[src/hdl/sorted_sparse_term_accumulator_macros.svh]
// Assertion macros shared by the sorted sparse term accumulator RTL.
// No dependencies; included inside module bodies.
`ifndef SORTED_SPARSE_TERM_ACCUMULATOR_MACROS_SVH
`define SORTED_SPARSE_TERM_ACCUMULATOR_MACROS_SVH

// Check that is switched off while reset is held
`define SSTA_ASSERT(lbl, clk, rst_n, prop, msg) \
    lbl: assert property (@(posedge clk) disable iff (!rst_n) (prop)) else $error(msg);

// Check that also runs through reset
`define SSTA_ASSERT_ALWAYS(lbl, clk, prop, msg) \
    lbl: assert property (@(posedge clk) (prop)) else $error(msg);

`endif

[src/hdl/ssta_pkg.sv]
// Shared types and constants of the sorted sparse term accumulator.
// No dependencies; used by ssta_cell, ssta_mul and the top level.
package ssta_pkg;

    // defaults of the top-level parameters
    localparam int TABLE_DEPTH_DEF = 64;
    localparam int KEY_BITS_DEF    = 32;
    localparam int FACTOR_BITS_DEF = 32;

    // port field widths
    localparam int PORT_KEY_W = 32;
    localparam int PORT_FAC_W = 32;
    localparam int DATA_W     = PORT_KEY_W + PORT_FAC_W;
    localparam int ACT_W      = 2;
    localparam int STATUS_W   = 3;

    typedef enum logic [ACT_W-1:0] {
        ACT_ADD   = 2'd0,
        ACT_SUB   = 2'd1,
        ACT_SCALE = 2'd2,
        ACT_READ  = 2'd3
    } t_action;

    typedef enum logic [STATUS_W-1:0] {
        ST_INSERTED   = 3'd0,
        ST_MERGED     = 3'd1,
        ST_REMOVED    = 3'd2,
        ST_FULL       = 3'd3,
        ST_SAT        = 3'd4,
        ST_ZERO_SCALE = 3'd5,
        ST_TERM       = 3'd6,
        ST_EMPTY      = 3'd7
    } t_status;

    // what every cell does in a cycle
    typedef enum logic [2:0] {
        CELL_HOLD,
        CELL_INSERT,
        CELL_REMOVE,
        CELL_UPDATE,
        CELL_SHIFT,
        CELL_ROTATE
    } t_cell_op;

    typedef struct packed {
        logic     capture;  // latch key compare flags
        t_cell_op op;
    } t_cell_cmd;

    typedef struct packed {
        logic used;  // cell holds a term
        logic gt;    // stored key above the compared key
        logic eq;    // stored key equals the compared key
    } t_cell_flags;

endpackage

[src/hdl/ssta_cell.sv]
// One cell of the sorted term chain: holds one key and factor.
// Depends on ssta_pkg; instantiated in a row by the top level.
module ssta_cell #(
    parameter int KEY_BITS    = ssta_pkg::KEY_BITS_DEF,
    parameter int FACTOR_BITS = ssta_pkg::FACTOR_BITS_DEF
) (
    input  logic                     i_clk,
    input  logic                     i_rst_n,
    input  ssta_pkg::t_cell_cmd      i_cmd,
    input  logic [KEY_BITS-1:0]      i_cmp_key,
    input  logic [KEY_BITS-1:0]      i_new_key,
    input  logic [FACTOR_BITS-1:0]   i_new_fac,
    input  logic [KEY_BITS-1:0]      i_left_key,
    input  logic [FACTOR_BITS-1:0]   i_left_fac,
    input  ssta_pkg::t_cell_flags    i_left_flags,
    input  logic [KEY_BITS-1:0]      i_right_key,
    input  logic [FACTOR_BITS-1:0]   i_right_fac,
    input  ssta_pkg::t_cell_flags    i_right_flags,
    output logic [KEY_BITS-1:0]      o_key,
    output logic [FACTOR_BITS-1:0]   o_fac,
    output ssta_pkg::t_cell_flags    o_flags
);
    import ssta_pkg::*;

    logic                   r_used;
    logic                   r_gt;
    logic                   r_eq;
    logic [KEY_BITS-1:0]    r_key;
    logic [FACTOR_BITS-1:0] r_fac;

    // compare flags, then insert / remove / update / shift / rotate as commanded
    always_ff @(posedge i_clk) begin
        if (!i_rst_n) begin
            r_used <= 1'b0;
            r_gt   <= 1'b0;
            r_eq   <= 1'b0;
        end else begin
            if (i_cmd.capture) begin
                r_gt <= r_used && (r_key > i_cmp_key);
                r_eq <= r_used && (r_key == i_cmp_key);
            end
            case (i_cmd.op)
                CELL_INSERT: begin
                    // cells below the insertion point move one place down
                    if (!r_gt) begin
                        if (i_left_flags.gt) begin
                            r_key  <= i_new_key;
                            r_fac  <= i_new_fac;
                            r_used <= 1'b1;
                        end else begin
                            r_key  <= i_left_key;
                            r_fac  <= i_left_fac;
                            r_used <= i_left_flags.used;
                        end
                    end
                end
                CELL_REMOVE: begin
                    // the matched cell and those below close the gap
                    if (!r_gt) begin
                        r_key  <= i_right_key;
                        r_fac  <= i_right_fac;
                        r_used <= i_right_flags.used;
                    end
                end
                CELL_UPDATE: begin
                    if (r_eq) begin
                        r_fac <= i_new_fac;
                    end
                end
                CELL_SHIFT: begin
                    r_key  <= i_right_key;
                    r_fac  <= i_right_fac;
                    r_used <= i_right_flags.used;
                end
                CELL_ROTATE: begin
                    // last occupied cell takes the scaled head term
                    if (r_used && !i_right_flags.used) begin
                        r_key <= i_new_key;
                        r_fac <= i_new_fac;
                    end else begin
                        r_key  <= i_right_key;
                        r_fac  <= i_right_fac;
                        r_used <= i_right_flags.used;
                    end
                end
                default: begin
                end
            endcase
        end
    end

    assign o_key   = r_key;
    assign o_fac   = r_fac;
    assign o_flags = '{used: r_used, gt: r_gt, eq: r_eq};

endmodule

[config.mk]
export PLATFORM = sky130hd
export DESIGN_NAME = ssta_cell
export DESIGN_NICKNAME = d
export VERILOG_FILES = /design/src/hdl/sorted_sparse_term_accumulator_macros.svh /design/src/hdl/ssta_pkg.sv /design/src/hdl/ssta_cell.sv
export SDC_FILE = /design/constraint.sdc
export NUM_CORES = 1
export LEC_CHECK = 0
export BUFFER_PORTS_ARGS = -buffer_cell sky130_fd_sc_hd__buf_2
export CAP_MARGIN = 20
export CORE_AREA = 2 2 119 121
export CTS_CLUSTER_DIAMETER = 80
export DETAILED_ROUTE_END_ITERATION = 12
export DIE_AREA = 0 0 121 123
export MAX_ROUTING_LAYER = met4
export PLACE_DENSITY = 0.66
export SLEW_MARGIN = 25
export SYNTH_ARGS = -nofsm -noshare
export SYNTH_HDL_FRONTEND = slang
export SYNTH_SLANG_ARGS = --single-unit
[constraint.sdc]
create_clock -name i_clk -period 4.2 [get_ports i_clk]
set_clock_uncertainty 0.1 [all_clocks]
set_input_delay 0.63 -clock i_clk [delete_from_list [all_inputs] [get_ports i_clk]]
set_output_delay 0.63 -clock i_clk [all_outputs]
set_load 0.02 [all_outputs]
==> results of run 1 <==
cell type report:
type                            instances  share of cell area [%]
Antenna cell                            3                   0.123
Clock buffer                            9                    3.70
Clock inverter                          7                    1.36
Inverter                               99                    6.11
Multi-Input combinational cell        180                    26.8
Sequential cell                        67                    32.6
Tap cell                              180                    3.70
Timing Repair Buffer                  307                    25.7
worst max path at each step:
stage	depth (start not counted)	from	slack, ns	endpoint
after floorplan	5	i_cmd[2]	1.02	o_fac[0]
after global placement	7	i_cmd[2]	1.18	o_fac[21]
after detailed placement	7	i_cmd[2]	1.01	o_fac[21]
after CTS	7	i_cmd[2]	1.36	o_fac[21]
after global routing	7	i_cmd[2]	1.23	o_key[27]
final	7	i_cmd[2]	1.39	o_fac[21]
placed cells by master (no fill, tap or decap), drive strengths merged, types with 3 or more instances in the layout:
| cell | n |
|---|---|
| nand4 | 7 |
| clkinv | 5 |
| a21o | 3 |
| nor2b | 6 |
| buf | 307 |
| nand2 | 10 |
| clkbuf | 9 |
| nor3 | 4 |
| nand3 | 4 |
| a222oi | 63 |
| ha | 32 |
| diode | 3 |
| nor2 | 7 |
| edfxtp | 64 |
| dfxtp | 3 |
| o21ai | 5 |
| inv | 99 |
| a21oi | 14 |
cell usage after synthesis, types with 2 or more instances:
library cell	instances	area, um2
buf_2	16	80.1
o21ai_0	4	20.0
a21oi_1	14	70.1
a222oi_1	63	631
dfxtp_1	3	60.1
inv_1	99	372
nor2_1	5	18.8
ha_1	32	400
a21o_1	3	22.5
nor2b_1	6	37.5
nand4_1	7	43.8
o211ai_1	2	15.0
nor2_4	2	22.5
a21boi_1	2	15.0
nor3_1	3	15.0
edfxtp_1	64	1920
nand3_1	4	20.0
nand2_1	10	37.5
a221oi_1	2	17.5
buf_4	6	45.0
state kept, by name, indices dropped and copies added (netlist names):
name    cells
o_fac      32
r_eq        1
r_gt        1
r_used      1
o_key      32
metrics by stage:
stage	utilization (%)	cell area, um2	setup slack [ns]
final	44.7	6080	1.39
after global routing	44.6	6080	1.23
after CTS	44.5	6060	1.36
after detailed placement	42.3	5760	1.01
after global placement	42.3	5760	1.18
after floorplan	-	4070	1.02
routing by layer:
layer  share of wire, %  global-route usage [%]  vias to the layer above  routed length, um
met5                  0                       -                        -                  0
met4                1.6                    6.76                        0                215
met3                8.6                    3.23                       14               1130
met2                 52                    31.1                      232               6840
met1                 38                    19.0                     1933               4940
li1                   -                       -                     2023                  -
cell families (layout without fill, tap and decap cells):
| kind of cell | Yosys count | after routing | share of synthesized area, % |
|---|---|---|---|
| xor gates and xnor gates | 1 | 1 | 0.215 |
| adders and majority gates | 32 | 32 | 9.85 |
| DFF | 67 | 67 | 48.8 |
| AOI/OAI and AO/OA | 100 | 100 | 21.7 |
| and+or+nand+nor | 46 | 46 | 6.96 |
| muxes | 1 | 1 | 0.246 |
| buffers and inverters | 122 | 422 | 12.3 |
| other | 0 | 3 | 0 |
power breakdown:
part	leakage (nW)	internal, mW	switching [mW]
Sequential	0.630	0.801	0.0195
Clock	0.154	0.512	0.270
Combinational	2.38	0.216	0.270
tightest hold or removal path: cells and delay by family, from the launching register on:
kind	cells	cell delay, ns
DFF	1	0.33
and+or+nand+nor	1	0.06
AOI/OAI and AO/OA	1	0.05
==> results.yml, run 1 <==
finish:
  layout-drive-gt1-share_pct: 49.8
  synthToLayoutAreaGrowth_pct: 49.6
  seq_area_mm2: 0.00198
  multi_input_gate_area_in_the_final_layout_mm2: 0.00163
  net_count_of_the_finished_layout: 932
  fillers: 1321
  post_layout_nonfiller_instances: 852
cts:
  ctsLongestPathBuffers: 2
  clock_root_cell: "clkbuf_16"
  cts.reportedPaths.clkPinSlew_ns: 0.05
  cts.hold.buffers_added: 0
  clk_latency_ns: 0.33
  cts_repair_resize_count: 0
  deepest_level_of_the_cts_h_tree: 3
  tritoncts_num_sinks: 67
  postCtsSetupRepairBufs: 0
  tritoncts: "built"
  cts_buffers: 9
die:
  die_x_um: 121
  die_height_um: 123
  start_util_pct: 29.9
  fp.coreArea_mm2: 0.0136
  top_level_ports: 303
  die_area_mm2: 0.0149
  rows: 43
yosys:
  ys_ff_latch: 67
  netlist_instances: 369
  synth.distinct_cells: 42
  syn_nets: 637
  synth-main-ff-cell: "edfxtp_1"
  number_of_enable_type_register_cells_in_the_synthesized_netlist: 64
  synth.yosys.warnings: 0
  cell_area_synth_mm2: 0.00407
  seq_total_area_yosys_pct: 48.8
  share_of_async_settable_or_async_resettable_flops_after_synthesis_pct: 0
  synth_area_per_cell_um2: 11.0
route:
  drt-wirelength-per-cell_um: 15.4
  drtIter0Drc: 365
  route.detailed.vias_per_inst: 4.93
  route.antenna.remaining_nets: 0
  drcViolationCount: 0
  finalWirelength_um: 13100
  total_number_of_vias: 4202
  drt-pass1-iter-count: 9
worst_setup_path:
  rr_endpoint: "o_key[18]"
  critical_path.most_common_cell: "nor2_4"
  worstSetupEndpointType: "register"
  required_time_of_the_worst_setup_path_ns: 4.29
  worstPathBufferInverterCount: 3
  worst-r2r-cell-count: 6
  worstPathCellList: "buf_2, nor2b_1, nor2_4, nor2_4, buf_4, a222oi_1, inv_1"
  worst_path_largest_cell_delay_ns: 0.67
  setup.worst_path.start_class: "input pin"
  crit_path_top_delay_cell: "nor2b_1"
  worstPathArrival_ns: 2.90
  worst_path_dominant_cell_family: "simple AND/OR/NAND/NOR gates"
  r2r_setup_slack_ns: 1.80
  timing.critical_path.fanout_max: 37
  launching_point_of_the_worst_reg2reg_path: "r_used"
  path_class: "in2reg"
outcome:
  run_status: "completed"
hold_path:
  hp-start: "r_eq"
  worst_min_delay_path_class: "reg2reg"
  hold-path-endpoint: "r_eq"
  min_delay_path_depth: 2
global_route:
  first_pass_grt_wire_length_um: 19400
  pin_count_of_the_biggest_net_entering_global_routing: 38
  vias_in_the_first_global_route: 4111
  global_route.usage.total_pct: 17.3
  global_route.overflow_total: 0
  antenna_found_initial: 1
sta:
  hold_slack_ns: 0.395
  max_freq_mhz: 356
  setup_repair_after_global_routing_missed_its_margin: "false"
  pin_slew_with_the_least_headroom_to_its_limit_ns: 0.918
  relSlewSlack_pct: 38.6
  final_max_slew_viol_count: 0
  final-hold-violation-count: 0
  tns_ns: 0
  setup-violations-final: 0
  post-route-min-period_ns: 2.81
  period_share_pct: 66.9
placement:
  port-buffer-count: 299
  place_hpwl_um: 10600
  globalplace.congestion: 0.791
  placed_instances: 832
power_and_ir_drop:
  vdd.ir_drop.worst_uv: 159
  static-leakage-power_nw: 3.16
  power_per_cell_area_mw_per_mm2: 343
  p_total_mw: 2.09
flow_run:
  drv_cap: 0
Note: power is estimated with default switching activity, not from simulation.
==> run 2, diff against run 1 <==
Settings changed: CORE_AREA 2 2 119 121 to 2 2 118 120, DIE_AREA 0 0 121 123 to 0 0 120 122, PLACE_DENSITY 0.66 to 0.69.
Clock period 4.2 ns to 2.3 ns, I/O delays scaled along.
==> run 2 against run 1 <==
  * Critical path type is now reg2reg
  * Critical endpoint is now r_gt
  * Largest cell class unchanged
  * Non-clock buffer count rose by 9
  * Sequential power rose by 83%
  * Power rose by 86%
  * Register-to-register slack got worse by 1.7 ns
==> results.yml, run 2 (synthesized netlist as in run 1, its figures left out) <==
sta:
  setup_repair_after_global_routing_missed_its_margin: "false"
  final-hold-violation-count: 0
  period_share_pct: 94.5
  final_max_slew_viol_count: 0
  hold_slack_ns: 0.188
  max_freq_mhz: 460
  relSlewSlack_pct: 35.3
  setup-violations-final: 0
  pin_slew_with_the_least_headroom_to_its_limit_ns: 0.966
  post-route-min-period_ns: 2.17
  tns_ns: 0
finish:
  most_used_cells_in_the_layout_excluding_fill_and_tap_cells: "299 x buf_2, 99 x inv_1, 64 x edfxtp_1, 63 x a222oi_1, 32 x ha_1"
  synthToLayoutAreaGrowth_pct: 52.7
  mostFrequentLayoutCell: "buf_2"
  fin_util_pct: 46.0
  post_layout_nonfiller_instances: 859
  net_count_of_the_finished_layout: 941
  layout-drive-gt1-share_pct: 50.9
route:
  route.antenna.remaining_nets: 0
  drt-pass1-iter-count: 9
  finalWirelength_um: 13300
  drcViolationCount: 0
  route.detailed.vias_per_inst: 4.98
  drt-wirelength-per-cell_um: 15.5
  drtIter0Drc: 350
  total_number_of_vias: 4275
die:
  top_level_ports: 303
  die_area_mm2: 0.0146
  die_height_um: 122
  start_util_pct: 30.1
  die_x_um: 120
  rows: 43
  fp.coreArea_mm2: 0.0135
placement:
  port-buffer-count: 299
  place_hpwl_um: 10800
  placed_instances: 842
  globalplace.congestion: 0.822
cts:
  clk_latency_ns: 0.33
  cts.hold.buffers_added: 0
  cts_repair_resize_count: 0
  deepest_level_of_the_cts_h_tree: 3
  clock_root_cell: "clkbuf_16"
  postCtsSetupRepairBufs: 0
  tritoncts: "built"
  ctsLongestPathBuffers: 2
  tritoncts_num_sinks: 67
  cts_buffers: 9
  cts.reportedPaths.clkPinSlew_ns: 0.06
outcome:
  run_status: "completed"
global_route:
  antenna_found_initial: 1
  pin_count_of_the_biggest_net_entering_global_routing: 38
  global_route.usage.total_pct: 18.2
  first_pass_grt_wire_length_um: 20100
  vias_in_the_first_global_route: 4142
  global_route.overflow_total: 0
flow_run:
  drv_cap: 0
worst_setup_path:
  launching_point_of_the_worst_reg2reg_path: "o_key[14]"
  worstPathArrival_ns: 2.35
  setup.worst_path.start_class: "register"
  worst-r2r-cell-count: 6
  required_time_of_the_worst_setup_path_ns: 2.47
  worstSetupEndpointType: "register"
  rr_endpoint: "r_gt"
  path_class: "reg2reg"
  timing.critical_path.fanout_max: 3
  r2r_setup_slack_ns: 0.13
power_and_ir_drop:
  vdd.ir_drop.worst_uv: 288
  power_per_cell_area_mw_per_mm2: 626
  p_total_mw: 3.89
  static-leakage-power_nw: 3.23
hold_path:
  min_delay_path_depth: 3
  hold-path-endpoint: "r_eq"
  worst_min_delay_path_class: "in2reg"
  hp-start: "i_cmd[3]"
[run 2: cell count changes in the layout (fill, tap and decap cells not counted), sizes merged]
cell | before | now
clkinvlp | 0 | 2
diode | 3 | 1
clkinv | 5 | 3
buf | 307 | 316
[run 2: metal layers]
metal	wire length, um	up-vias	GRT usage [%]
met5	0	-	-
met4	202	0	6.54
met3	1080	16	3.65
met2	6870	233	32.9
met1	5130	1987	19.9
li1	-	2039	-
[run 2: worst max-delay path, cell delays in order (launching register included)]
cell	delay [ns]
edfxtp_1	0.40
ha_1	0.34
nand4_1	0.15
or4_4	0.59
a21o_1	0.19
a31oi_2	0.20
o211a_1	0.16
[run 2: worst max-delay path by stage]
stage / startpoint / end / slack [ns]
4_1_cts: o_key[26] / r_gt / 0.08
5_1_grt: r_used / o_key[29] / 0.01
3_3_place_gp: i_cmd[2] / o_fac[3] / -0.07
6_report: o_key[14] / r_gt / 0.13
2_1_floorplan: i_cmd[2] / o_key[0] / 0.04
3_5_place_dp: i_cmd[1] / o_key[29] / -0.08
[run 2: power breakdown]
group          total (mW)  switching [mW]  internal [mW]
logic               0.919           0.502          0.416
registers            1.50          0.0330           1.46
clock network        1.47           0.530          0.945
total                3.89            1.07           2.82
[run 2: per-stage QoR]
stage | area, um2 | setup WS, ns
2_1_floorplan | 4080 | 0.0443
3_3_place_gp | 5860 | -0.0669
3_5_place_dp | 5870 | -0.0797
4_1_cts | 6190 | 0.0819
5_1_grt | 6210 | 0.0108
6_report | 6210 | 0.126
[run 2: layout make-up]
cell class	instances	area, um2
tap	180	225
clock inverter	7	92.6
antenna	1	2.50
fill	1293	7300
multi-input combinational	180	1640
sequential	67	1980
inverter	99	372
clock buffer	9	225
timing repair buffer	316	1670
