`src/hdl/sorted_sparse_term_accumulator_macros.svh`:
```
// Assertion macros shared by the sorted sparse term accumulator RTL.
// No dependencies; included inside module bodies.
`ifndef SORTED_SPARSE_TERM_ACCUMULATOR_MACROS_SVH
`define SORTED_SPARSE_TERM_ACCUMULATOR_MACROS_SVH

// Check that is switched off while reset is held
`define SSTA_ASSERT(lbl, clk, rst_n, prop, msg) \
    lbl: assert property (@(posedge clk) disable iff (!rst_n) (prop)) else $error(msg);

// Check that also runs through reset
`define SSTA_ASSERT_ALWAYS(lbl, clk, prop, msg) \
    lbl: assert property (@(posedge clk) (prop)) else $error(msg);

`endif

```
`src/hdl/ssta_pkg.sv`:
```
// Shared types and constants of the sorted sparse term accumulator.
// No dependencies; used by ssta_cell, ssta_mul and the top level.
package ssta_pkg;

    // defaults of the top-level parameters
    localparam int TABLE_DEPTH_DEF = 64;
    localparam int KEY_BITS_DEF    = 32;
    localparam int FACTOR_BITS_DEF = 32;

    // port field widths
    localparam int PORT_KEY_W = 32;
    localparam int PORT_FAC_W = 32;
    localparam int DATA_W     = PORT_KEY_W + PORT_FAC_W;
    localparam int ACT_W      = 2;
    localparam int STATUS_W   = 3;

    typedef enum logic [ACT_W-1:0] {
        ACT_ADD   = 2'd0,
        ACT_SUB   = 2'd1,
        ACT_SCALE = 2'd2,
        ACT_READ  = 2'd3
    } t_action;

    typedef enum logic [STATUS_W-1:0] {
        ST_INSERTED   = 3'd0,
        ST_MERGED     = 3'd1,
        ST_REMOVED    = 3'd2,
        ST_FULL       = 3'd3,
        ST_SAT        = 3'd4,
        ST_ZERO_SCALE = 3'd5,
        ST_TERM       = 3'd6,
        ST_EMPTY      = 3'd7
    } t_status;

    // what every cell does in a cycle
    typedef enum logic [2:0] {
        CELL_HOLD,
        CELL_INSERT,
        CELL_REMOVE,
        CELL_UPDATE,
        CELL_SHIFT,
        CELL_ROTATE
    } t_cell_op;

    typedef struct packed {
        logic     capture;  // latch key compare flags
        t_cell_op op;
    } t_cell_cmd;

    typedef struct packed {
        logic used;  // cell holds a term
        logic gt;    // stored key above the compared key
        logic eq;    // stored key equals the compared key
    } t_cell_flags;

endpackage

```
`src/hdl/ssta_mul.sv`:
```
// Shift-add multiplier with signed saturation for the scale operation.
// Depends on ssta_pkg; one bit of the constant per cycle.
module ssta_mul #(
    parameter int FACTOR_BITS = ssta_pkg::FACTOR_BITS_DEF
) (
    input  logic                   i_clk,
    input  logic                   i_rst_n,
    input  logic                   i_start,
    input  logic [FACTOR_BITS-1:0] i_a,
    input  logic [FACTOR_BITS-1:0] i_c,
    output logic                   o_done,
    output logic [FACTOR_BITS-1:0] o_prod,
    output logic                   o_sat
);
    import ssta_pkg::*;
    `include "sorted_sparse_term_accumulator_macros.svh"

    localparam int F  = FACTOR_BITS;
    localparam int PW = 2 * FACTOR_BITS;
    localparam logic [F-1:0]  FMAX    = {1'b0, {(F-1){1'b1}}};
    localparam logic [F-1:0]  FMIN    = {1'b1, {(F-1){1'b0}}};
    localparam logic [PW-1:0] LIM_POS = PW'(FMAX);
    localparam logic [PW-1:0] LIM_NEG = LIM_POS + PW'(1);

    logic          r_busy;
    logic          r_done;
    logic          r_neg;
    logic          r_sat;
    logic [F-1:0]  r_mc;
    logic [PW-1:0] r_add;
    logic [PW-1:0] r_acc;
    logic [F-1:0]  r_prod;

    logic [F-1:0]  w_ma;
    logic [F-1:0]  w_mc;
    logic          w_sat;
    logic [F-1:0]  w_mag;

    // operand magnitudes; the most negative value maps to 2^(F-1)
    assign w_ma  = i_a[F-1] ? (~i_a + F'(1)) : i_a;
    assign w_mc  = i_c[F-1] ? (~i_c + F'(1)) : i_c;
    assign w_sat = r_acc > (r_neg ? LIM_NEG : LIM_POS);
    assign w_mag = r_acc[F-1:0];

    always_ff @(posedge i_clk) begin
        if (!i_rst_n) begin
            r_busy <= 1'b0;
            r_done <= 1'b0;
        end else begin
            r_done <= 1'b0;
            if (i_start) begin
                r_busy <= 1'b1;
                r_mc   <= w_mc;
                r_add  <= PW'(w_ma);
                r_acc  <= '0;
                r_neg  <= i_a[F-1] ^ i_c[F-1];
            end else if (r_busy) begin
                if (r_mc == '0) begin
                    // product complete: clamp and sign
                    r_busy <= 1'b0;
                    r_done <= 1'b1;
                    r_sat  <= w_sat;
                    if (w_sat) begin
                        r_prod <= r_neg ? FMIN : FMAX;
                    end else begin
                        r_prod <= r_neg ? (~w_mag + F'(1)) : w_mag;
                    end
                end else begin
                    if (r_mc[0]) begin
                        r_acc <= r_acc + r_add;
                    end
                    r_add <= r_add << 1;
                    r_mc  <= r_mc >> 1;
                end
            end
        end
    end

    assign o_done = r_done;
    assign o_prod = r_prod;
    assign o_sat  = r_sat;

    `SSTA_ASSERT(a_start_idle, i_clk, i_rst_n, i_start |-> !r_busy, "mul started while busy")
    `SSTA_ASSERT(a_done_after_busy, i_clk, i_rst_n, r_done |-> $past(r_busy), "done without run")
    `SSTA_ASSERT(a_done_pulse, i_clk, i_rst_n, r_done |=> !r_done, "done longer than a cycle")

endmodule

```
`config.mk`:
```
export PLATFORM = sky130hd
export DESIGN_NAME = ssta_mul
export DESIGN_NICKNAME = d
export VERILOG_FILES = /design/src/hdl/ssta_pkg.sv /design/src/hdl/ssta_mul.sv
export VERILOG_INCLUDE_DIRS = /design/src /design/src/hdl
export SDC_FILE = /design/constraint.sdc
export NUM_CORES = 1
export LEC_CHECK = 0
export BUFFER_PORTS_ARGS = -buffer_cell sky130_fd_sc_hd__buf_2
export CAP_MARGIN = 20
export CORE_ASPECT_RATIO = 1.1
export CORE_UTILIZATION = 30
export CTS_CLUSTER_DIAMETER = 200
export CTS_CLUSTER_SIZE = 20
export DETAILED_ROUTE_END_ITERATION = 16
export PLACE_DENSITY = 0.56
export SYNTH_ARGS = -nofsm -noshare
export SYNTH_HDL_FRONTEND = slang
export SYNTH_SLANG_ARGS = --single-unit
```
`constraint.sdc`:
```
create_clock -name i_clk -period 13.25 [get_ports i_clk]
set_input_delay 0 -clock i_clk [delete_from_list [all_inputs] [get_ports i_clk]]
set_output_delay 0 -clock i_clk [all_outputs]
set_load 0.02 [all_outputs]
```
==> results of run 1 <==
report_power, final:
group	internal [mW]	total [mW]	switching, mW
registers	0.755	0.800	0.0454
logic	0.211	0.523	0.312
clock network	0.287	0.528	0.241
total	1.25	1.85	0.598
worst max-delay path: stages (launching register included):
cell and delay [ns]:
edfxtp_1 0.53, ha_1 0.41, and4_1 0.24, a221o_1 0.37, a211o_1 0.28, o21ai_1 0.42, a211oi_1 0.15, a211oi_1 0.56
o21ai_0 0.26, a311oi_1 0.29, mux2_2 0.37
per-layer routing:
layer	up-vias	global-route usage	routed length (um)
li1	5668	-	-
met1	5310	0.193	15900
met2	204	0.262	17100
met3	30	0.0282	1390
met4	4	0.0389	467
met5	-	0	20
how the worst max path moves through the flow:
stage / cells past startpoint / slack [ns] / start / to
floorplan: 5 / 5.98 / r_mc[7]$_DFFE_PP_ / r_acc[0]$_SDFFCE_PP0P_
global placement: 10 / 9.27 / r_acc[8]$_SDFFCE_PP0P_ / r_acc[63]$_SDFFCE_PP0P_
detailed placement: 10 / 9.21 / r_acc[9]$_SDFFCE_PP0P_ / r_acc[63]$_SDFFCE_PP0P_
CTS: 10 / 9.16 / r_acc[9]$_SDFFCE_PP0P_ / r_acc[63]$_SDFFCE_PP0P_
global route: 10 / 8.82 / r_acc[22]$_SDFFCE_PP0P_ / r_acc[63]$_SDFFCE_PP0P_
finish: 10 / 9.12 / r_acc[9]$_SDFFCE_PP0P_ / r_acc[63]$_SDFFCE_PP0P_
area by class of cell:
class	count	area, um2
inverter	23	86.3
fill	4565	29600
tap	588	736
timing repair buffer	151	1010
clock inverter	13	148
sequential	196	5870
multi-input combinational	1168	7560
clock buffer	19	443
state kept, by name, indices dropped and copies added (netlist names):
register / cells
r_mc: 32
o_done: 1
r_add: 64
r_busy: 1
o_sat: 1
r_acc: 64
r_neg: 1
o_prod: 32
cell usage in the layout (no fill, tap or decap), types with 10 or more instances in the layout:
master	n
edfxtp_1	194
nand3_1	16
mux2i_1	13
o21a_1	11
o31ai_1	21
nor2b_1	49
a31oi_1	13
xnor2_1	35
or4_1	10
ha_1	98
clkbuf_16	17
nand2_1	81
inv_1	23
o21bai_1	12
nand4_1	31
buf_2	99
o21ai_0	119
xor2_1	76
nor3_1	48
nor2_1	177
o41ai_1	14
a21oi_1	165
or3_1	11
a21o_1	51
nor4_1	25
dlygate4sd3_1	42
cells by family after synthesis:
family	after synthesis	share of synthesized area
AO/OA/AOI/OAI	449	0.195
XOR/XNOR	111	0.0705
adder cells (fa/ha/maj)	99	0.0904
buffers and inverters	93	0.0276
flip-flops	196	0.425
multiplexers	19	0.0143
AND/OR/NAND/NOR	490	0.176
stage by stage:
stage / instance area [um2] / power [mW]
global route: 15900 / 1.96
detailed placement: 14800 / 1.32
global placement: 14800 / 1.32
finish: 15900 / 1.85
floorplan: 13800 / 1.19
CTS: 15800 / 1.86
==> impl_results.md, run 1 <==
* Pwr/cell area at 117 nW/um2
* Post-route clock period utilization at 0.312
* Yosys top cell area share at 0.422
* Asr flop ratio synth at 0
* Worst Path Arrival at 4.33 ns
* Max_slew headroom at 0.371
* Clk_lat worst skew at 0.44 ns
* WS Path Type: reg2reg
* Clock Skew at 0.0142 ns
* DPL Wire Length at 26.1 mm
* Fmax achieved at 242 MHz
* Vias in the first global route at 10800
* Routability cong. at 0.898
* Initial core utilization at 0.303
* Final WS setup at 9.12 ns
* Top-count cell post-synth: edfxtp_1
* Worst Hold Class: in2reg
* Reg clk slew, reported paths at 0.07 ns
* Maxcap violations at 0
* Pin count of the biggest net entering global routing at 86
* Syn Inst Count at 1457
* Synth Area per Inst at 9.47 um2
* Largest cells by area after synthesis: edfxtp_1 (42%), ha_1 (8.9%), a21oi_1 (6.0%)
* Die extent in y at 227 um
* DR vias/cell at 5.20
* Post-Syn Area at 13800 um2
* Largest area contributor in the netlist: edfxtp_1
* NumNets Final at 1723
* H-tree levels at 4
* Synth Register Bits at 196
* Initial antenna violation count at 2
* Final Max Slew Viols at 0
* Initial DRC Count at 716
* Worst VDD drop at 87.8 uV
* Critical path launch point type: flip-flop
* Vias at 11200
* Hold Path Origin: i_a[29]
* Main synth FF type: edfxtp_1
* Worst Hold Depth at 3
* Reg-to-reg slack, setup at 9.12 ns
* Fin cells at 2158
* Fin util at 0.349
* CTS Hold Bufs at 42
* Hold Path End: r_add[29]$_DFFE_PP_
* Sequential share of the synthesized area at 0.425
* Row count at 82
* IO Pins at 101
* Area Growth Syn to Fin at 15.0%
* Highest net fanout along the worst path at 9
* Clock Path Buffers at 2
* All-layer global routing usage at 0.152
* Post_cts resized at 0
* CP Capture Type: flip-flop
* CTS tree: yes
* Post-CTS Setup Repair Bufs at 0
* Number of remaining DRC errors at 5
* Clock Sinks at 196
* Reg-to-Reg Start: r_acc[9]$_SDFFCE_PP0P_
* Count of cell types in the netlist at 62
* Post-synth top cells: edfxtp_1 (194), nor2_1 (177), a21oi_1 (165)
* Share of cells above drive strength 1 at 0.106
* Setup TNS at 0 ns
* Post-Route WL at 34.8 mm
* Net count after synthesis at 1623
* Pre-CTS setup slack at 9.21 ns
* Cell total after placement at 2083
* Die ar. at 46800 um2
* Least-Margin Pin Slew at 0.943 ns
* Reg2reg path depth at 10
* RSZ-0062 raised after global routing: false
* Die width at 206 um
* Worst hold slack at 0.0192 ns
* Fin crit period at 4.13 ns
* DRT Pass-1 Iters at 11
* CP required at 13.44 ns
* Final setup violation count at 0
* First-pass GRT wire length at 56.0 mm
* DRT antenna net count at 0
* GR Overflow Total at 0
* Port-buffer cells at 100
* Total CTS buffers at 17
* Root buffer cell: clkbuf_16
* Syn. warnings at 0
* Status: finished, violations left
* CORE AREA at 45500 um2
* Final Hold Fails at 0
* Leak Pwr at 5.99 nW
* Failing checks: design-rule violations
* DR WL/cell at 16.1 um
* FF-to-FF End: r_acc[63]$_SDFFCE_PP0P_
* Post-synth EDFFs at 194
* # diodes at 0
No activity file was read; power rests on OpenSTA's default activity.
==> run 2, diff against run 1 <==
- ABC_AREA: not set -> 1
- PLACE_DENSITY: 0.56 -> 0.58
- clock period: 13.25 -> 3.74 ns (I/O delays scaled with it)
==> run 2 against run 1 <==
  * The flow now finishes without violations
  * Cell count is 55% higher
  * Design area is 19% higher
  * Register-to-register slack lost 8.4 ns
  * Non-clock buffer count increased by 13
  * Flip-flop and latch count did not move
  * Critical path depth down 2
  * Wire length is 34% higher
  * First-iteration DRC count is 44% higher
  * Combinational power rose to 3.9 times the previous value
  * Largest power group unchanged
==> impl_results.md, run 2 <==
* Status: finished, final reports clean
* Fraction of the mapped netlist area in adder cells at 0.0758
* First-pass GRT wire length at 74.9 mm
* Largest regs: r_acc: 64 flops, r_add: 64 flops
* Share of cells above drive strength 1 at 0.0644
* H-tree levels at 4
* Share of synthesized cell area in and, or, nand and nor gates at 0.345
* FILL cells at 5960
* Die width at 225 um
* Final Hold Fails at 0
* DPL Wire Length at 37.1 mm
* Slowest stage delay, CP at 0.80 ns
* Post-CTS Setup Repair Bufs at 0
* Reg2reg path depth at 8
* Final Max Slew Viols at 0
* Main synth FF type: edfxtp_1
* Leak Pwr at 9.36 nW
* Die extent in y at 248 um
* Least-Margin Pin Slew at 1.03 ns
* Main combinational cell family by area after synthesis: simple AND/OR/NAND/NOR gates
* Synth Area per Inst at 6.66 um2
* Clock Sinks at 196
* Syn Inst Count at 2471
* Reg-to-Reg Start: r_mc[4]$_DFFE_PP_
* Port-buffer cells at 100
* Area of placed instances at 17700 um2
* Die ar. at 55800 um2
* Sequential share of the synthesized area at 0.357
* Reg-to-reg slack, setup at 0.74 ns
* DRT Pass-1 Iters at 5
* CTS tree: yes
* Pwr/cell area at 354 nW/um2
* Synth Register Bits at 196
* Critical-path cell with the highest stage delay: o21ai_4
* Worst Hold Depth at 4
* CP bufs+invs at 1
* Commonest non-fill, non-tap cell in the layout: nand2_1
* Highest net fanout along the worst path at 64
* IO Pins at 101
* Largest cells by area after synthesis: edfxtp_1 (35%), nand2_1 (20%), inv_1 (9.7%)
* Largest area contributor in the netlist: edfxtp_1
* Vias in the first global route at 14500
* WS Path Type: reg2reg
* Most frequent cells in the layout: nand2_1 (887), inv_1 (422), nor2_1 (299)
* Kind of cell adding the most delay to the critical path: compound AO/OA/AOI/OAI gates
* Final setup violation count at 0
* Clk_lat worst skew at 0.48 ns
* Fmax achieved at 333 MHz
* DRT antenna net count at 0
* Top-count cell post-synth: nand2_1
* DR WL/cell at 13.9 um
* # diodes at 0
* Row count at 89
* CORE AREA at 53900 um2
* Hold Path End: r_mc[21]$_DFFE_PP_
* Max_slew headroom at 0.309
* Total CTS buffers at 17
* Post-synth top cells: nand2_1 (887), inv_1 (423), nor2_1 (300)
* GR Overflow Total at 0
* All-layer global routing usage at 0.171
* Worst VDD drop at 323 uV
* Initial core utilization at 0.305
* Yosys top cell area share at 0.354
* Clock Skew at 0.0210 ns
* Area Growth Syn to Fin at 14.7%
* Worst Path Arrival at 3.09 ns
* Post-route clock period utilization at 0.802
* CP required at 3.83 ns
* Initial antenna violation count at 0
* Root buffer cell: clkbuf_16
* Clock Path Buffers at 2
* Post-synth EDFFs at 194
* DR vias/cell at 4.57
* CP cell instances: nor2_1, nand2_1, nor4_1, nand3_1, nor2_2, o21ai_4, o21a_2, buf_4
* Fin crit period at 3.00 ns
* NumNets Final at 2777
* Asr flop ratio synth at 0
* Vias at 15300
* Post-Synth XOR/XNOR Area at 0.0341
* CP Capture Type: flip-flop
* Design Area, Final at 18900 um2
* Post-Route WL at 46.7 mm
* Post-synthesis mux area share at 0
* Number of remaining DRC errors at 0
* Initial DRC Count at 1030
* Pin count of the biggest net entering global routing at 80
* Hold Path Origin: i_c[21]
* Setup TNS at 0 ns
* FF-to-FF End: r_acc[44]$_SDFFCE_PP0P_
* Maxcap violations at 0
* RSZ-0062 raised after global routing: false
* Critical path launch point type: flip-flop
* Net count after synthesis at 2637
* Syn. warnings at 0
* Reg clk slew, reported paths at 0.07 ns
* Worst Hold Class: in2reg
* Post-Syn Area at 16400 um2
* Compound-Gate Fraction of Synth Area at 0.0787
* Routability cong. at 0.944
* Count of cell types in the netlist at 44
## run 2: changes by cell type in the layout (fill, tap and decap cells not counted), moves of 18 or more
cell,change
xor2_1,-26
o31ai_1,-18
inv_1,+399
nand2_1,+806
a21o_1,-51
xnor2_1,-21
a21oi_1,-48
nand3_1,+96
nor2_1,+122
nor3_1,-19
nor2b_1,-49
## run 2: worst max path at each step
stage                  startpoint                      end  slack, ns  cells after the start
6_report        r_mc[4]$_DFFE_PP_  r_acc[44]$_SDFFCE_PP0P_       0.74                      8
5_1_grt         r_mc[5]$_DFFE_PP_  r_acc[54]$_SDFFCE_PP0P_       0.45                      8
4_1_cts         r_mc[7]$_DFFE_PP_  r_acc[54]$_SDFFCE_PP0P_       0.66                      8
3_5_place_dp    r_mc[7]$_DFFE_PP_  r_acc[54]$_SDFFCE_PP0P_       0.68                      8
3_3_place_gp   r_mc[29]$_DFFE_PP_  r_acc[45]$_SDFFCE_PP0P_       0.72                      6
2_1_floorplan  r_mc[14]$_DFFE_PP_   r_acc[0]$_SDFFCE_PP0P_      -0.56                      6
## run 2: worst min-delay path: stages
cell and delay, ns:
buf_2 0.11, inv_1 0.08, xor2_1 0.07, o21ai_0 0.12
## run 2: layer usage
metal  up-vias  global-route usage  wire (um)
met5         -                   0          0
met1      6858               0.231      22700
met4         0              0.0626       1120
li1       8075                   -          -
met3        51              0.0199       1930
met2       332               0.281      21000
## run 2: cell families after synthesis
kind of cell	count (synthesis)
compound gates	247
fa+ha+maj	99
flops	196
xor+xnor	64
simple gates	1399
buf+inv	466
## run 2: where the power goes
| part | internal [mW] | switching, mW | total [mW] |
|---|---|---|---|
| sequential | 2.66 | 0.156 | 2.81 |
| combinational | 0.685 | 1.38 | 2.06 |
| clock | 0.869 | 0.930 | 1.80 |
| total | 4.21 | 2.46 | 6.67 |
## run 2: through the flow
step           power (mW)  hold WS (ns)   util  worst slack [ns]  std cells
6_report             6.67        0.0251  0.350             0.740       3352
5_1_grt              7.11        0.0476  0.350             0.447       3352
4_1_cts              6.72       0.00247  0.350             0.657       3352
3_5_place_dp         4.87         0.294  0.329             0.675       3263
3_3_place_gp         4.86         0.289  0.329             0.717       3263
2_1_floorplan        4.27         0.168      -            -0.565       2471
## run 2: layout make-up
cell class | count | area [um2] | area share
sequential | 196 | 5870 | 0.311
inverter | 423 | 1590 | 0.0843
clock buffer | 18 | 429 | 0.0227
timing repair buffer | 164 | 1150 | 0.0609
tap | 728 | 911 | 0.0483
clock inverter | 14 | 119 | 0.00630
multi-input combinational | 1809 | 8800 | 0.467
## run 2: repair_timing
item,CTS,global route
resized for setup,0,0
hold endpoints to repair,57,0
hold buffers,57,0
==> run 3, diff against run 2 <==
- PLACE_DENSITY: 0.58 -> 0.56
- clock period: 3.74 -> 2.8 ns (I/O delays scaled with it)
==> run 3 against run 2 <==
  * Design area increased by 2.1%
  * Worst setup slack got worse by 0.56 ns
  * Sequential share of layout area decreased by 0.63 points
  * Register-to-register slack got worse by 0.54 ns
  * Sequential power increased by 33%
  * Critical path depth increased by 1
  * Clock-buffer cell count decreased by 1
  * Total power increased by 38%
  * Clock power increased by 43%
  * Non-clock buffer count increased by 32
  * Critical path type is now in2reg
  * Global-route usage increased by 1.5 points
  * Cell count increased by 0.95%
==> impl_results.md, run 3 (synthesized netlist as in run 2, its figures left out) <==
* P_sw at 3.50 mW
* Highest net fanout along the worst path at 42
* Worst VDD drop at 497 uV
* CORE AREA at 53900 um2
* Post-route clock period utilization at 0.937
* CP required at 3.05 ns
* RSZ-0062 raised after global routing: false
* DRT Pass-1 Iters at 5
* H-tree levels at 4
* Routability cong. at 0.947
* Clk_lat worst skew at 0.51 ns
* Commonest non-fill, non-tap cell in the layout: nand2_1
* Pwr/cell area at 479 nW/um2
* # diodes at 0
* Clock Path Buffers at 2
* Most frequent cells in the layout: nand2_1 (887), inv_1 (421), nor2_1 (299)
* WS Path Type: in2reg
* Max_slew headroom at 0.392
* IO Pins at 101
* Worst Hold Class: in2reg
* GR Overflow Total at 0
* Fin crit period at 2.62 ns
* Port-buffer cells at 100
* Number of remaining DRC errors at 0
* Vias in the first global route at 15500
* Initial antenna violation count at 0
* Leak Pwr at 9.55 nW
* Initial core utilization at 0.305
* Pre-CTS setup slack at 0.0794 ns
* Pin count of the biggest net entering global routing at 97
* Area Growth Syn to Fin at 17.1%
* P_int at 5.73 mW
* NumNets Final at 2809
* Reg clk slew, reported paths at 0.08 ns
* Sequential share of power at 0.404
* Row count at 89
* Least-Margin Pin Slew at 0.912 ns
* Total CTS buffers at 17
* Largest regs: r_acc: 64 flops, r_add: 64 flops
* Fmax achieved at 381 MHz
* Clock Sinks at 196
* Part of the power in combinational logic at 0.316
* Root buffer cell: clkbuf_16
* Switching Share at 0.379
* First-pass GRT wire length at 80.5 mm
* Status: finished, final reports clean
* Worst Path Arrival at 2.88 ns
* All-layer global routing usage at 0.187
* CP Capture Type: flip-flop
* Clk pwr share at 0.280
* Post-Route WL at 50.2 mm
* Maxcap violations at 0
* Clock Skew at 0.0200 ns
* Final setup violation count at 0
* DRT antenna net count at 0
* Critical path launch point type: primary input
* Final WS setup at 0.176 ns
* Final Hold Fails at 0
* Tot Pwr at 9.23 mW
* DR WL/cell at 14.8 um
* Vias at 15800
* Die extent in y at 248 um
* Die ar. at 55800 um2
* Final Max Slew Viols at 0
* Die width at 225 um
* Share of cells above drive strength 1 at 0.0734
* DR vias/cell at 4.68
* CTS tree: yes
* Post-CTS Setup Repair Bufs at 0
* Initial DRC Count at 970
* DPL Wire Length at 39.7 mm
[run 3: cell count changes in the layout (fill, tap and decap cells not counted), moves of 2 or more]
cell | before | now
buf_12 | 2 | 6
dlygate4sd3_1 | 57 | 66
buf_4 | 5 | 24
clkinv_4 | 0 | 2
clkinvlp_4 | 4 | 0
clkinv_8 | 1 | 5
clkinv_2 | 3 | 0
[run 3: cell type report]
class,count,area [um2]
fill,5907,34600
inverter,423,1590
tap,728,911
timing repair buffer,196,1460
multi-input combinational,1809,8830
clock buffer,17,425
clock inverter,15,176
sequential,196,5870
[run 3: final timing paths]
check                startpoint                     end  slack, ns  cells after the start
max                     i_start  r_mc[31]$_SDFFCE_PN0P_       0.18                      9
min                     i_c[17]      r_mc[17]$_DFFE_PP_       0.05                      4
max reg2reg     r_neg$_DFFE_PP_     o_prod[0]$_DFFE_PP_       0.20                     13
min reg2reg  r_mc[20]$_DFFE_PP_      r_mc[19]$_DFFE_PP_       0.56                      2
[run 3: worst max-delay path, cell delays in order]
cell and delay (ns):
dlygate4sd3_1 0.53, buf_2 0.20, inv_4 0.39, buf_4 0.42, nor2_1 0.10, nand4_1 0.08
dlygate4sd3_1 0.56, nor2_1 0.05, dlygate4sd3_1 0.55
[run 3: stage by stage]
stage / instances / TNS [ns] / hold slack (ns) / util / instance area (um2)
global route: 3384 / 0 / 0.0655 / 0.357 / 19300
global placement: 3286 / 0 / 0.301 / 0.334 / 18000
finish: 3384 / 0 / 0.0532 / 0.357 / 19300
detailed placement: 3286 / 0 / 0.300 / 0.334 / 18000
CTS: 3384 / 0 / 0.0193 / 0.357 / 19200
floorplan: 2471 / -114.10 / 0.168 / - / 16500
[run 3: metal layers]
metal,vias to the layer above,wire (um),track usage
li1,8148,-,-
met1,7282,23300,0.238
met2,348,23500,0.315
met3,66,2170,0.0294
met4,0,1350,0.0712
met5,-,0,0
[run 3: power groups by stage]
| stage | combinational, mW | clock (mW) | sequential (mW) |
|---|---|---|---|
| finish | 2.92 | 2.58 | 3.73 |
| global route | 3.33 | 2.75 | 3.76 |
| CTS | 2.91 | 2.67 | 3.73 |
| detailed placement | 2.83 | 0 | 3.79 |
| global placement | 2.80 | 0 | 3.79 |
| floorplan | 1.97 | 0 | 3.73 |
[run 3: what timing repair did]
action	in CTS	in global routing
hold endpoints to repair	65	0
gates resized for setup	0	2
setup endpoints to repair	0	32
hold buffers	66	0
